File: src/hdl/mbe_pkg.sv
// Shared constants and types for the Mandelbrot escape magnitude block.
package mbe_pkg;

    // Fixed point format and iteration counter
    localparam int FRAC_BITS = 28;
    localparam int ITER_BITS = 16;

    // Field widths
    localparam int IN_W    = 32;
    localparam int OUT_W   = 36;
    localparam int THR_W   = 32;
    localparam int MAXIT_W = 16;

    // Iterate x, y stay below 2^32 + 2^31 in magnitude while the loop runs
    localparam int XY_W   = 34;
    localparam int MAG_W  = XY_W - 1;
    localparam int PROD_W = 2 * MAG_W;
    localparam int SQ_W   = PROD_W - FRAC_BITS;
    localparam int P_W    = THR_W;
    localparam int SAT_W  = (SQ_W + 1 > OUT_W + 1) ? SQ_W + 1 : OUT_W + 1;
    localparam int LIM_W  = (ITER_BITS > MAXIT_W) ? ITER_BITS : MAXIT_W;

    localparam logic [OUT_W-1:0] OUT_MAX = {OUT_W{1'b1}};
    localparam logic [THR_W-1:0] THR_RESET =
        (FRAC_BITS <= 30) ? THR_W'(64'd3 << FRAC_BITS) : {THR_W{1'b1}};

    // Work queue between front and core, depth a power of two
    localparam int Q_DEPTH = 2;
    localparam int Q_PTR_W = $clog2(Q_DEPTH);
    localparam int Q_CNT_W = $clog2(Q_DEPTH + 1);

    // APB port
    localparam int PADDR_W = 3;
    localparam int PDATA_W = 32;

    typedef struct packed {
        logic [IN_W-1:0]      cr;
        logic [IN_W-1:0]      ci;
        logic [ITER_BITS-1:0] limit;
        logic [THR_W-1:0]     thr;
        logic                 trivial;
    } item_t;

endpackage

File: src/hdl/mbe_front.sv
// Front end: accepts points, snapshots config, flags trivial words, queues them.
module mbe_front
    import mbe_pkg::*;
(
    input  logic                   clk,
    input  logic                   rst_n,
    input  logic                   in_valid,
    output logic                   in_stall,
    input  logic [IN_W-1:0]        point_real,
    input  logic [IN_W-1:0]        point_imag,
    input  logic [MAXIT_W-1:0]     max_iterations,
    input  logic [THR_W-1:0]       escape_threshold,
    output logic                   q_valid,
    input  logic                   q_pop,
    output item_t                  q_word
);

    item_t                q_mem [Q_DEPTH];
    logic [Q_PTR_W-1:0]   wr_ptr_reg;
    logic [Q_PTR_W-1:0]   wr_ptr_next;
    logic [Q_PTR_W-1:0]   rd_ptr_reg;
    logic [Q_PTR_W-1:0]   rd_ptr_next;
    logic [Q_CNT_W-1:0]   count_reg;
    logic [Q_CNT_W-1:0]   count_next;
    logic                 push;
    logic                 pop;
    logic [LIM_W-1:0]     mi_ext;
    logic [LIM_W-1:0]     cmax_ext;
    logic [ITER_BITS-1:0] limit;
    item_t                new_word;

    // clamp limit to what the counter can hold
    assign mi_ext   = LIM_W'(max_iterations);
    assign cmax_ext = LIM_W'({ITER_BITS{1'b1}});
    assign limit    = (mi_ext > cmax_ext) ? ITER_BITS'(cmax_ext) : ITER_BITS'(mi_ext);

    always_comb
    begin
        new_word.cr      = point_real;
        new_word.ci      = point_imag;
        new_word.limit   = limit;
        new_word.thr     = escape_threshold;
        // no iteration runs: result is 0 without the core loop
        new_word.trivial = (limit == '0) || (escape_threshold == '0);
    end

    assign in_stall = (count_reg == Q_CNT_W'(Q_DEPTH));
    assign push     = in_valid && !in_stall;
    assign q_valid  = (count_reg != '0);
    assign pop      = q_pop && q_valid;
    assign q_word   = q_mem[rd_ptr_reg];

    always_comb
    begin
        wr_ptr_next = push ? wr_ptr_reg + 1'b1 : wr_ptr_reg;
        rd_ptr_next = pop ? rd_ptr_reg + 1'b1 : rd_ptr_reg;
        count_next  = count_reg;
        if (push && !pop)
        begin
            count_next = count_reg + 1'b1;
        end
        else if (pop && !push)
        begin
            count_next = count_reg - 1'b1;
        end
    end

    always_ff @(posedge clk or negedge rst_n)
    begin
        if (!rst_n)
        begin
            wr_ptr_reg <= '0;
            rd_ptr_reg <= '0;
            count_reg  <= '0;
        end
        else
        begin
            wr_ptr_reg <= wr_ptr_next;
            rd_ptr_reg <= rd_ptr_next;
            count_reg  <= count_next;
        end
    end

    always_ff @(posedge clk)
    begin
        if (push)
        begin
            q_mem[wr_ptr_reg] <= new_word;
        end
    end

endmodule

File: config.mk
export PLATFORM = sky130hd
export DESIGN_NAME = mbe_front
export DESIGN_NICKNAME = d
export VERILOG_FILES = /design/src/hdl/mbe_pkg.sv /design/src/hdl/mbe_front.sv
export SDC_FILE = /design/constraint.sdc
export NUM_CORES = 1
export LEC_CHECK = 0
export BUFFER_PORTS_ARGS = -buffer_cell sky130_fd_sc_hd__buf_2
export CAP_MARGIN = 20
export CORE_ASPECT_RATIO = 0.9
export CORE_UTILIZATION = 50
export DETAILED_ROUTE_END_ITERATION = 10
export PLACE_DENSITY = 0.77
export SYNTH_ARGS = -nofsm -noshare
export SYNTH_HDL_FRONTEND = slang
export SYNTH_SLANG_ARGS = --single-unit
File: constraint.sdc
create_clock -name clk -period 10.5 [get_ports clk]
set_input_delay 2.1 -clock clk [delete_from_list [all_inputs] [get_ports clk]]
set_output_delay 2.1 -clock clk [all_outputs]
set_load 0.02 [all_outputs]
==> impl_metrics.json, run 1 <==
{
  "ant_nets": 0,
  "drcViolationCount": 0,
  "dieHeight_um": 127.1,
  "cellLeakagePower_nw": 4.232,
  "worst_skew_pair.late_latency_ps": 500,
  "cp_slowest_cell": "buf_4",
  "dp_hpwl_um": 10590,
  "reg2reg_from": "count_reg[0]$_DFFE_PN0P_",
  "crit_type": "flop to primary output",
  "first_pass_iters": 4,
  "die_area_sq_mm": 0.01793,
  "num_antenna_cells": 0,
  "final_area_sq_mm": 0.01088,
  "crit_chain": "buf_4, mux2_2, buf_2",
  "slew_headroom_pct": 30.10,
  "viasPerCell": 5.002,
  "yosysSeqAreaShare_pct": 79.16,
  "grt_usage_pct": 17.52,
  "fmax_mhz": 198.0,
  "start_kind": "flop",
  "worstSetupEndpointType": "primary output",
  "largest_reg_flops": 226,
  "cp.required_ps": 8400,
  "pre_cts_slack_ps": 5911,
  "cts_tree": "done",
  "holdBufCountCts": 0,
  "ctsResizeCount": 0,
  "grt_pass1_vias": 4544,
  "final_core_util_pct": 64.22,
  "hold_path_class": "flop to flop",
  "synth_nets": 504,
  "ioPinCount": 231,
  "setup_viol": 0,
  "vias": 4432,
  "power.total_mw": 3.247,
  "grt_pass1_wl_um": 23890,
  "cts_setup_buffers": 0,
  "ir_drop_uv": 156.5,
  "mostFrequentLayoutCells": "230 x buf_2, 226 x edfxtp_1, 60 x mux2_4, 53 x mux2_2, 25 x clkbuf_16",
  "cts-root-buf": "clkbuf_16",
  "ys_types": 19,
  "hp-start": "count_reg[1]$_DFFE_PN0P_",
  "clk_pin_slew_ps": 60,
  "holdWs_ps": 502.7,
  "power_density_mw_per_mm2": 298.4,
  "rsz0062_at_grt": "no",
  "wire_per_inst_um": 18.18,
  "drive_gt1_share_pct": 59.45,
  "max_cap_violations": 0,
  "finalCritPeriodShare_pct": 48.11,
  "placed_area_sq_mm": 0.01007,
  "avgSynthCellArea_sq_um": 22.48,
  "worstPathMaxFanout": 59,
  "overflow": 0,
  "nNetsFinal": 751,
  "setup_ws_ps": 5449,
  "min_period_ps": 5051,
  "num_rows": 45,
  "clk_path_buf_depth": 3,
  "cts_sinks": 230,
  "netlist_area_sq_mm": 0.008700,
  "place.gp.congestion": 0.7545,
  "synth_cells": 387,
  "dp_cells": 843,
  "worstMarginPinSlew_ps": 1049,
  "fin_cells": 886,
  "start_util_pct": 51.33,
  "antenna_found_initial": 0,
  "cp_data_arrival_time_ps": 2950,
  "finClkSkew_ps": 7.044,
  "grt_max_degree": 63,
  "yosys_warnings": 0,
  "area_growth_pct": 25.11,
  "die_x_um": 141.0,
  "coreArea_sq_mm": 0.01695,
  "max_stage_delay_ps": 940,
  "cp-startpoint": "rd_ptr_reg$_DFFE_PN0P_",
  "final_hold_viol_count": 0,
  "wirelength_um": 16110,
  "h-tree-depth": 1,
  "outcome": "complete, no violations",
  "ys_ff_latch": 230,
  "final_common_cell": "buf_2",
  "numCtsBuffers": 24,
  "port_buffers": 230,
  "finalSetupTns_ps": 0,
  "drtIter0Drc": 170,
  "slew_viol_final": 0
}
cells in the mapped netlist:
master	instances	area, sq um
xor2_1	2	17.52
o21ai_0	1	5.000
or2_2	1	6.260
xnor2_1	3	26.28
buf_2	5	25.02
buf_8	1	15.01
mux2_2	53	596.8
dfrtp_1	4	100.1
ha_1	1	12.51
inv_1	2	7.510
nor4_1	12	75.07
nand2_1	2	7.510
edfxtp_1	226	6787
nor2_1	2	7.510
and3_1	1	6.260
nand2b_1	1	6.260
buf_6	7	78.83
nand4_1	3	18.77
mux2_4	60	900.9
critical path, delay by kind of cell, from the launching register on:
| kind | cells | cell delay [ps] |
|---|---|---|
| buffers and inverters | 2 | 1100 |
| flip-flops | 1 | 920 |
| multiplexers | 1 | 420 |
layout make-up:
cell class | count | area, sq um
flip-flops and latches | 230 | 6890
fillers | 1165 | 6063
multi-input cells | 142 | 1699
repair buffers | 234 | 1181
clock buffers | 27 | 633.1
well taps | 235 | 294.0
clock inverters | 16 | 178.9
inverters | 2 | 7.507
layer usage:
layer / up-vias / track usage [%] / routed length [um]
met5: - / 0 / 0
met1: 2144 / 21.48 / 6513
li1: 2049 / - / -
met4: 0 / 5.051 / 349
met3: 27 / 5.922 / 1484
met2: 212 / 29.68 / 7761
cells by family (layout without fill, tap and decap cells):
kind of cell,count (synthesis),in the layout,share of synthesized area (%)
buf+inv,15,279,1.453
simple gates,22,22,1.467
xor+xnor,5,5,0.5035
compound gates,1,1,0.05747
flops,230,230,79.16
fa+ha+maj,1,1,0.1438
mux,113,113,17.22
path summary, 6_finish.rpt:
check	slack, ps	end	depth (start not counted)
worst min register to register	500	count_reg[1]$_DFFE_PN0P_	1
min in group asynchronous	1390	count_reg[1]$_DFFE_PN0P_	1
worst min-delay path	500	count_reg[1]$_DFFE_PN0P_	1
max in group asynchronous	8970	rd_ptr_reg$_DFFE_PN0P_	1
worst max register to register	7970	q_mem[1][59]$_DFFE_PP_	3
worst max-delay path	5450	q_word[6]	3
report_power, final:
part / internal, mW / switching, mW / total [mW] / leakage, nW
Clock: 0.530 / 0.326 / 0.855 / 0.395
Sequential: 1.26 / 0.0933 / 1.35 / 2.15
Combinational: 0.444 / 0.596 / 1.04 / 1.69
No activity file was read; power rests on OpenSTA's default activity.
==> run 2: changes to the inputs <==
--- a/config.mk
+++ b/config.mk
@@ -5,12 +5,13 @@
 export SDC_FILE = /design/constraint.sdc
 export NUM_CORES = 1
 export LEC_CHECK = 0
+export ABC_AREA = 1
 export BUFFER_PORTS_ARGS = -buffer_cell sky130_fd_sc_hd__buf_2
 export CAP_MARGIN = 20
 export CORE_ASPECT_RATIO = 0.9
-export CORE_UTILIZATION = 50
+export CORE_UTILIZATION = 47
 export DETAILED_ROUTE_END_ITERATION = 10
-export PLACE_DENSITY = 0.77
+export PLACE_DENSITY = 0.76
 export SYNTH_ARGS = -nofsm -noshare
 export SYNTH_HDL_FRONTEND = slang
 export SYNTH_SLANG_ARGS = --single-unit
==> constraint.sdc (replaced) <==
create_clock -name clk -period 4.35 [get_ports clk]
set_input_delay 0.87 -clock clk [delete_from_list [all_inputs] [get_ports clk]]
set_output_delay 0.87 -clock clk [all_outputs]
set_load 0.02 [all_outputs]
==> impl_metrics.json, run 2 <==
{
  "outcome": "complete, no violations",
  "yosysSeqAreaShare_pct": 79.92,
  "worstPathMaxFanout": 64,
  "met3_wirelength_um": 1907,
  "finalSetupTns_ps": 0,
  "dp_hpwl_um": 11370,
  "m1WireLength_um": 7158,
  "reg2reg_from": "count_reg[1]$_DFFE_PN0P_",
  "grt_usage_pct": 18.28,
  "synth-xor-area-share_pct": 0.3049,
  "ys_types": 14,
  "wl_met2_um": 8191,
  "hold_path_class": "input port to async pin",
  "placed_area_sq_mm": 0.009987,
  "ys_ff_latch": 230,
  "wire_per_inst_um": 15.22,
  "cts_tree": "done",
  "final_common_cell": "nand2_1",
  "synth_nets": 776,
  "worst_skew_pair.late_latency_ps": 500,
  "async_reset_ff_share_pct": 1.739,
  "synth_top_family_by_area": "simple AND/OR/NAND/NOR gates",
  "clk_pin_slew_ps": 60,
  "mostFrequentLayoutCells": "356 x nand2_1, 230 x buf_2, 226 x edfxtp_1, 33 x nor2_1, 25 x clkbuf_16",
  "nNetsFinal": 1013,
  "dieHeight_um": 130.5,
  "holdBufCountCts": 0,
  "start_kind": "flop",
  "yosysTopAreaCell": "edfxtp_1",
  "port_buffers": 230,
  "drcViolationCount": 0,
  "ff2ff_path_depth": 4,
  "drive_gt1_share_pct": 30.15,
  "worstSetupEndpointType": "primary output",
  "die_x_um": 144.7,
  "first_pass_iters": 5,
  "cts-root-buf": "clkbuf_16",
  "wirelength_um": 17550,
  "power_density_mw_per_mm2": 722.1,
  "synth_flop_cell": "edfxtp_1",
  "synth_compound_area_share_pct": 0.2323,
  "setup_ws_ps": 909.6,
  "final_area_sq_mm": 0.01073,
  "synth_cells": 659,
  "antenna_found_initial": 3,
  "ant_nets": 0,
  "overflow": 0,
  "finalCritPeriodShare_pct": 79.09,
  "h-tree-depth": 1,
  "viasPerCell": 4.751,
  "coreArea_sq_mm": 0.01778,
  "max_stage_delay_ps": 690,
  "min_period_ps": 3440,
  "holdWs_ps": 171.7,
  "pre_cts_slack_ps": 1444,
  "reg2reg_slack_ps": 2120,
  "avgSynthCellArea_sq_um": 13.08,
  "netlist.area_leader.share_pct": 78.76,
  "numCtsBuffers": 24,
  "setup_viol": 0,
  "slew_viol_final": 0,
  "place.gp.congestion": 0.7485,
  "r2r-end": "q_mem[1][25]$_DFFE_PP_",
  "area_growth_pct": 24.50,
  "top_layer": "met5",
  "ctsResizeCount": 0,
  "crit_type": "flop to primary output",
  "grt_pass1_wl_um": 25990,
  "start_util_pct": 48.45,
  "slew_headroom_pct": 46.81,
  "crit_chain": "inv_4, buf_12, nand2_1, nand2_1, buf_2",
  "ir_drop_uv": 340.4,
  "synthMuxAreaShare_pct": 0,
  "rsz0062_at_grt": "no",
  "drtIter0Drc": 316,
  "cp_data_arrival_time_ps": 2570,
  "finClkSkew_ps": 8.735,
  "grt_pass1_vias": 5045,
  "cp_slowest_cell": "dfrtp_4",
  "ioPinCount": 231,
  "final_hold_viol_count": 0,
  "cts_setup_buffers": 0,
  "synthAdderAreaFrac_pct": 0.1452,
  "netlist_area_sq_mm": 0.008617,
  "max_cap_violations": 0,
  "power.total_mw": 7.747,
  "cts_sinks": 230,
  "yosys_warnings": 0,
  "cp.required_ps": 3480,
  "yosysMostFrequentCell": "nand2_1",
  "clk_path_buf_depth": 3,
  "cellLeakagePower_nw": 4.596,
  "die_area_sq_mm": 0.01888,
  "synthSimpleGateAreaFrac_pct": 17.03,
  "vias": 5478,
  "cp_common_cell": "nand2_1",
  "synth_edf_count": 226,
  "worstMarginPinSlew_ps": 789.5,
  "largest_reg_flops": 226,
  "synth_common_cells": "356 x nand2_1, 226 x edfxtp_1, 35 x nor2_1",
  "grt_max_degree": 77,
  "fmax_mhz": 290.7,
  "num_rows": 46,
  "yosys-top-cells-area": "edfxtp_1 79%, nand2_1 16%, nor2_1 1.5%"
}
-- run 2: cell count changes after synthesis, sizes merged --
| cell | change |
|---|---|
| o21ai | +2 |
| and3 | -1 |
| nor2 | +33 |
| a21oi | +1 |
| buf | +12 |
| nand4 | -3 |
| mux2 | -113 |
| inv | +3 |
| xnor2 | -2 |
| or2 | -1 |
| nor4 | -12 |
| nand2 | +354 |
| nand2b | -1 |
-- run 2: metrics by stage --
| stage | instances | utilization [%] |
|---|---|---|
| after floorplan | 659 | - |
| after global routing | 1152 | 60.31 |
| final | 1153 | 60.32 |
| after detailed placement | 1110 | 56.16 |
| after CTS | 1152 | 60.31 |
| after global placement | 1110 | 56.16 |
-- run 2: routing by layer --
layer | up-vias | track usage (%)
met2 | 236 | 29.69
met5 | - | 0
li1 | 2687 | -
met3 | 27 | 6.706
met4 | 2 | 4.458
met1 | 2526 | 23.44
-- run 2: power breakdown --
part | switching, mW | leakage (nW) | internal (mW)
logic | 1.91 | 2.09 | 0.744
clock network | 0.782 | 0.362 | 1.10
registers | 0.184 | 2.14 | 3.02
total | 2.88 | 4.60 | 4.87
-- run 2: worst max-delay path by stage --
stage / startpoint / to / slack, ps / cells past startpoint
floorplan: in_valid / q_mem[1][0]$_DFFE_PP_ / -90 / 2
global placement: rd_ptr_reg$_DFFE_PN0P_ / q_word[35] / 1430 / 5
detailed placement: rd_ptr_reg$_DFFE_PN0P_ / q_word[35] / 1440 / 5
CTS: rd_ptr_reg$_DFFE_PN0P_ / q_word[35] / 890 / 5
global route: rd_ptr_reg$_DFFE_PN0P_ / q_word[35] / 700 / 5
finish: rd_ptr_reg$_DFFE_PN0P_ / q_word[27] / 910 / 5
-- run 2: area by class of cell --
cell class / instances / area [sq um]
flip-flops and latches: 230 / 6890
diodes: 1 / 2.502
inverters: 5 / 21.27
clock inverters: 15 / 105.1
clock buffers: 27 / 633.1
fillers: 1391 / 7057
well taps: 240 / 300.3
multi-input cells: 399 / 1541
repair buffers: 236 / 1234
-- run 2: cells by family (layout without fill, tap and decap cells) --
logic type,after synthesis,in the layout
DFF,230,230
other,0,1
AOI/OAI and AO/OA,4,4
adders and majority gates,1,1
buffers and inverters,30,283
and+or+nand+nor,391,391
xor gates and xnor gates,3,3
-- run 2: worst max-delay path: cells and delay by family, from the launching register on --
kind,cells,cell delay [ps]
buffers and inverters,3,1050
and+or+nand+nor,2,190
DFF,1,690
==> run 3: changes to the inputs <==
--- a/config.mk
+++ b/config.mk
@@ -5,13 +5,13 @@
 export SDC_FILE = /design/constraint.sdc
 export NUM_CORES = 1
 export LEC_CHECK = 0
-export ABC_AREA = 1
+export ABC_AREA = 0
 export BUFFER_PORTS_ARGS = -buffer_cell sky130_fd_sc_hd__buf_2
 export CAP_MARGIN = 20
 export CORE_ASPECT_RATIO = 0.9
-export CORE_UTILIZATION = 47
+export CORE_UTILIZATION = 50
 export DETAILED_ROUTE_END_ITERATION = 10
-export PLACE_DENSITY = 0.76
+export PLACE_DENSITY = 0.77
 export SYNTH_ARGS = -nofsm -noshare
 export SYNTH_HDL_FRONTEND = slang
 export SYNTH_SLANG_ARGS = --single-unit
==> constraint.sdc (replaced) <==
create_clock -name clk -period 3.5 [get_ports clk]
set_input_delay 0.7 -clock clk [delete_from_list [all_inputs] [get_ports clk]]
set_output_delay 0.7 -clock clk [all_outputs]
set_load 0.02 [all_outputs]
==> impl_metrics.json, run 3 (synthesis gave the netlist of run 1 again) <==
{
  "outcome": "complete, no violations",
  "holdBufCountCts": 1,
  "slew_viol_final": 0,
  "rsz0062_at_grt": "no",
  "placed_area_sq_mm": 0.01014,
  "place.gp.congestion": 0.7156,
  "drtIter0Drc": 226,
  "cts_tree": "done",
  "worstMarginPinSlew_ps": 600.0,
  "cp_data_arrival_time_ps": 2250,
  "setup_ws_ps": 545.2,
  "finalSetupTns_ps": 0,
  "wire_per_inst_um": 17.98,
  "numCtsBuffers": 24,
  "final_hold_viol_count": 0,
  "cp.required_ps": 2800,
  "grt_max_degree": 76,
  "largest_reg_flops": 226,
  "ctsResizeCount": 0,
  "coreArea_sq_mm": 0.01695,
  "met3_wirelength_um": 1348,
  "dp_cells": 845,
  "wl_met2_um": 7470,
  "finalCritPeriodShare_pct": 84.42,
  "port_buffers": 230,
  "cts-root-buf": "clkbuf_16",
  "overflow": 0,
  "cts_sinks": 230,
  "top_layer": "met4",
  "mostFrequentLayoutCells": "230 x buf_2, 226 x edfxtp_1, 60 x mux2_4, 53 x mux2_2, 25 x clkbuf_16",
  "grt_usage_pct": 17.61,
  "max_cap_violations": 0,
  "setup_viol": 0,
  "pre_cts_slack_ps": 1062,
  "dieHeight_um": 127.1,
  "grt_pass1_vias": 4498,
  "clk_pin_slew_ps": 60,
  "final_core_util_pct": 64.06,
  "fin_cells": 884,
  "dp_hpwl_um": 10750,
  "num_rows": 45,
  "worst_skew_pair.late_latency_ps": 490,
  "m1WireLength_um": 6815,
  "cts_setup_buffers": 0,
  "nNetsFinal": 754,
  "h-tree-depth": 1,
  "holdWs_ps": 389.5,
  "start_kind": "flop",
  "start_util_pct": 51.33,
  "clk_path_buf_depth": 3,
  "antenna_found_initial": 0,
  "ant_nets": 0,
  "num_antenna_cells": 0,
  "final_area_sq_mm": 0.01086,
  "viasPerCell": 5.008,
  "first_pass_iters": 4,
  "min_period_ps": 2955,
  "slew_headroom_pct": 60.00,
  "ir_drop_uv": 592.3,
  "wirelength_um": 15890,
  "power_density_mw_per_mm2": 876.7,
  "die_x_um": 141.0,
  "vias": 4427,
  "grt_pass1_wl_um": 24060,
  "finClkSkew_ps": 6.161,
  "die_area_sq_mm": 0.01793,
  "drive_gt1_share_pct": 59.01,
  "fmax_mhz": 338.4,
  "worstPathMaxFanout": 57,
  "hold_path_class": "input port to flop",
  "worstSetupEndpointType": "primary output",
  "area_growth_pct": 24.80,
  "drcViolationCount": 0,
  "ioPinCount": 231,
  "crit_type": "flop to primary output",
  "power.total_mw": 9.518,
  "final_common_cell": "buf_2",
  "cellLeakagePower_nw": 4.217
}
==> run 3: final cells by class <==
class | instances | area, sq um
clock inverters | 9 | 68.82
flip-flops and latches | 230 | 6890
inverters | 2 | 7.507
clock buffers | 29 | 640.6
well taps | 235 | 294.0
multi-input cells | 142 | 1699
repair buffers | 237 | 1256
fillers | 1175 | 6091
==> run 3: worst paths after layout <==
| kind | startpoint | end | slack, ps | cells past startpoint |
|---|---|---|---|---|
| max in group asynchronous | rst_n | rd_ptr_reg$_DFFE_PN0P_ | 2810 | 2 |
| worst min register to register | count_reg[1]$_DFFE_PN0P_ | count_reg[1]$_DFFE_PN0P_ | 490 | 1 |
| worst max register to register | count_reg[0]$_DFFE_PN0P_ | q_mem[1][60]$_DFFE_PP_ | 1560 | 3 |
| worst max-delay path | rd_ptr_reg$_DFFE_PN0P_ | q_word[109] | 550 | 3 |
| worst min-delay path | point_real[7] | q_mem[1][88]$_DFFE_PP_ | 390 | 1 |
| min in group asynchronous | rst_n | count_reg[1]$_DFFE_PN0P_ | 550 | 2 |
==> run 3: where the power goes <==
group / internal, mW / total [mW] / switching (mW)
registers: 3.77 / 4.00 / 0.237
clock network: 1.36 / 2.30 / 0.939
logic: 1.38 / 3.21 / 1.84
==> run 3: layer usage <==
| metal | vias to the layer above | GRT usage (%) |
|---|---|---|
| met5 | - | 0 |
| met1 | 2169 | 23.24 |
| met4 | 0 | 4.220 |
| li1 | 2048 | - |
| met3 | 21 | 5.322 |
| met2 | 189 | 28.86 |
==> run 3: worst max-delay path: stages (launching register included) <==
cell and delay, ps:
dfrtp_4 770, buf_12 350, mux2_2 410, buf_2 170
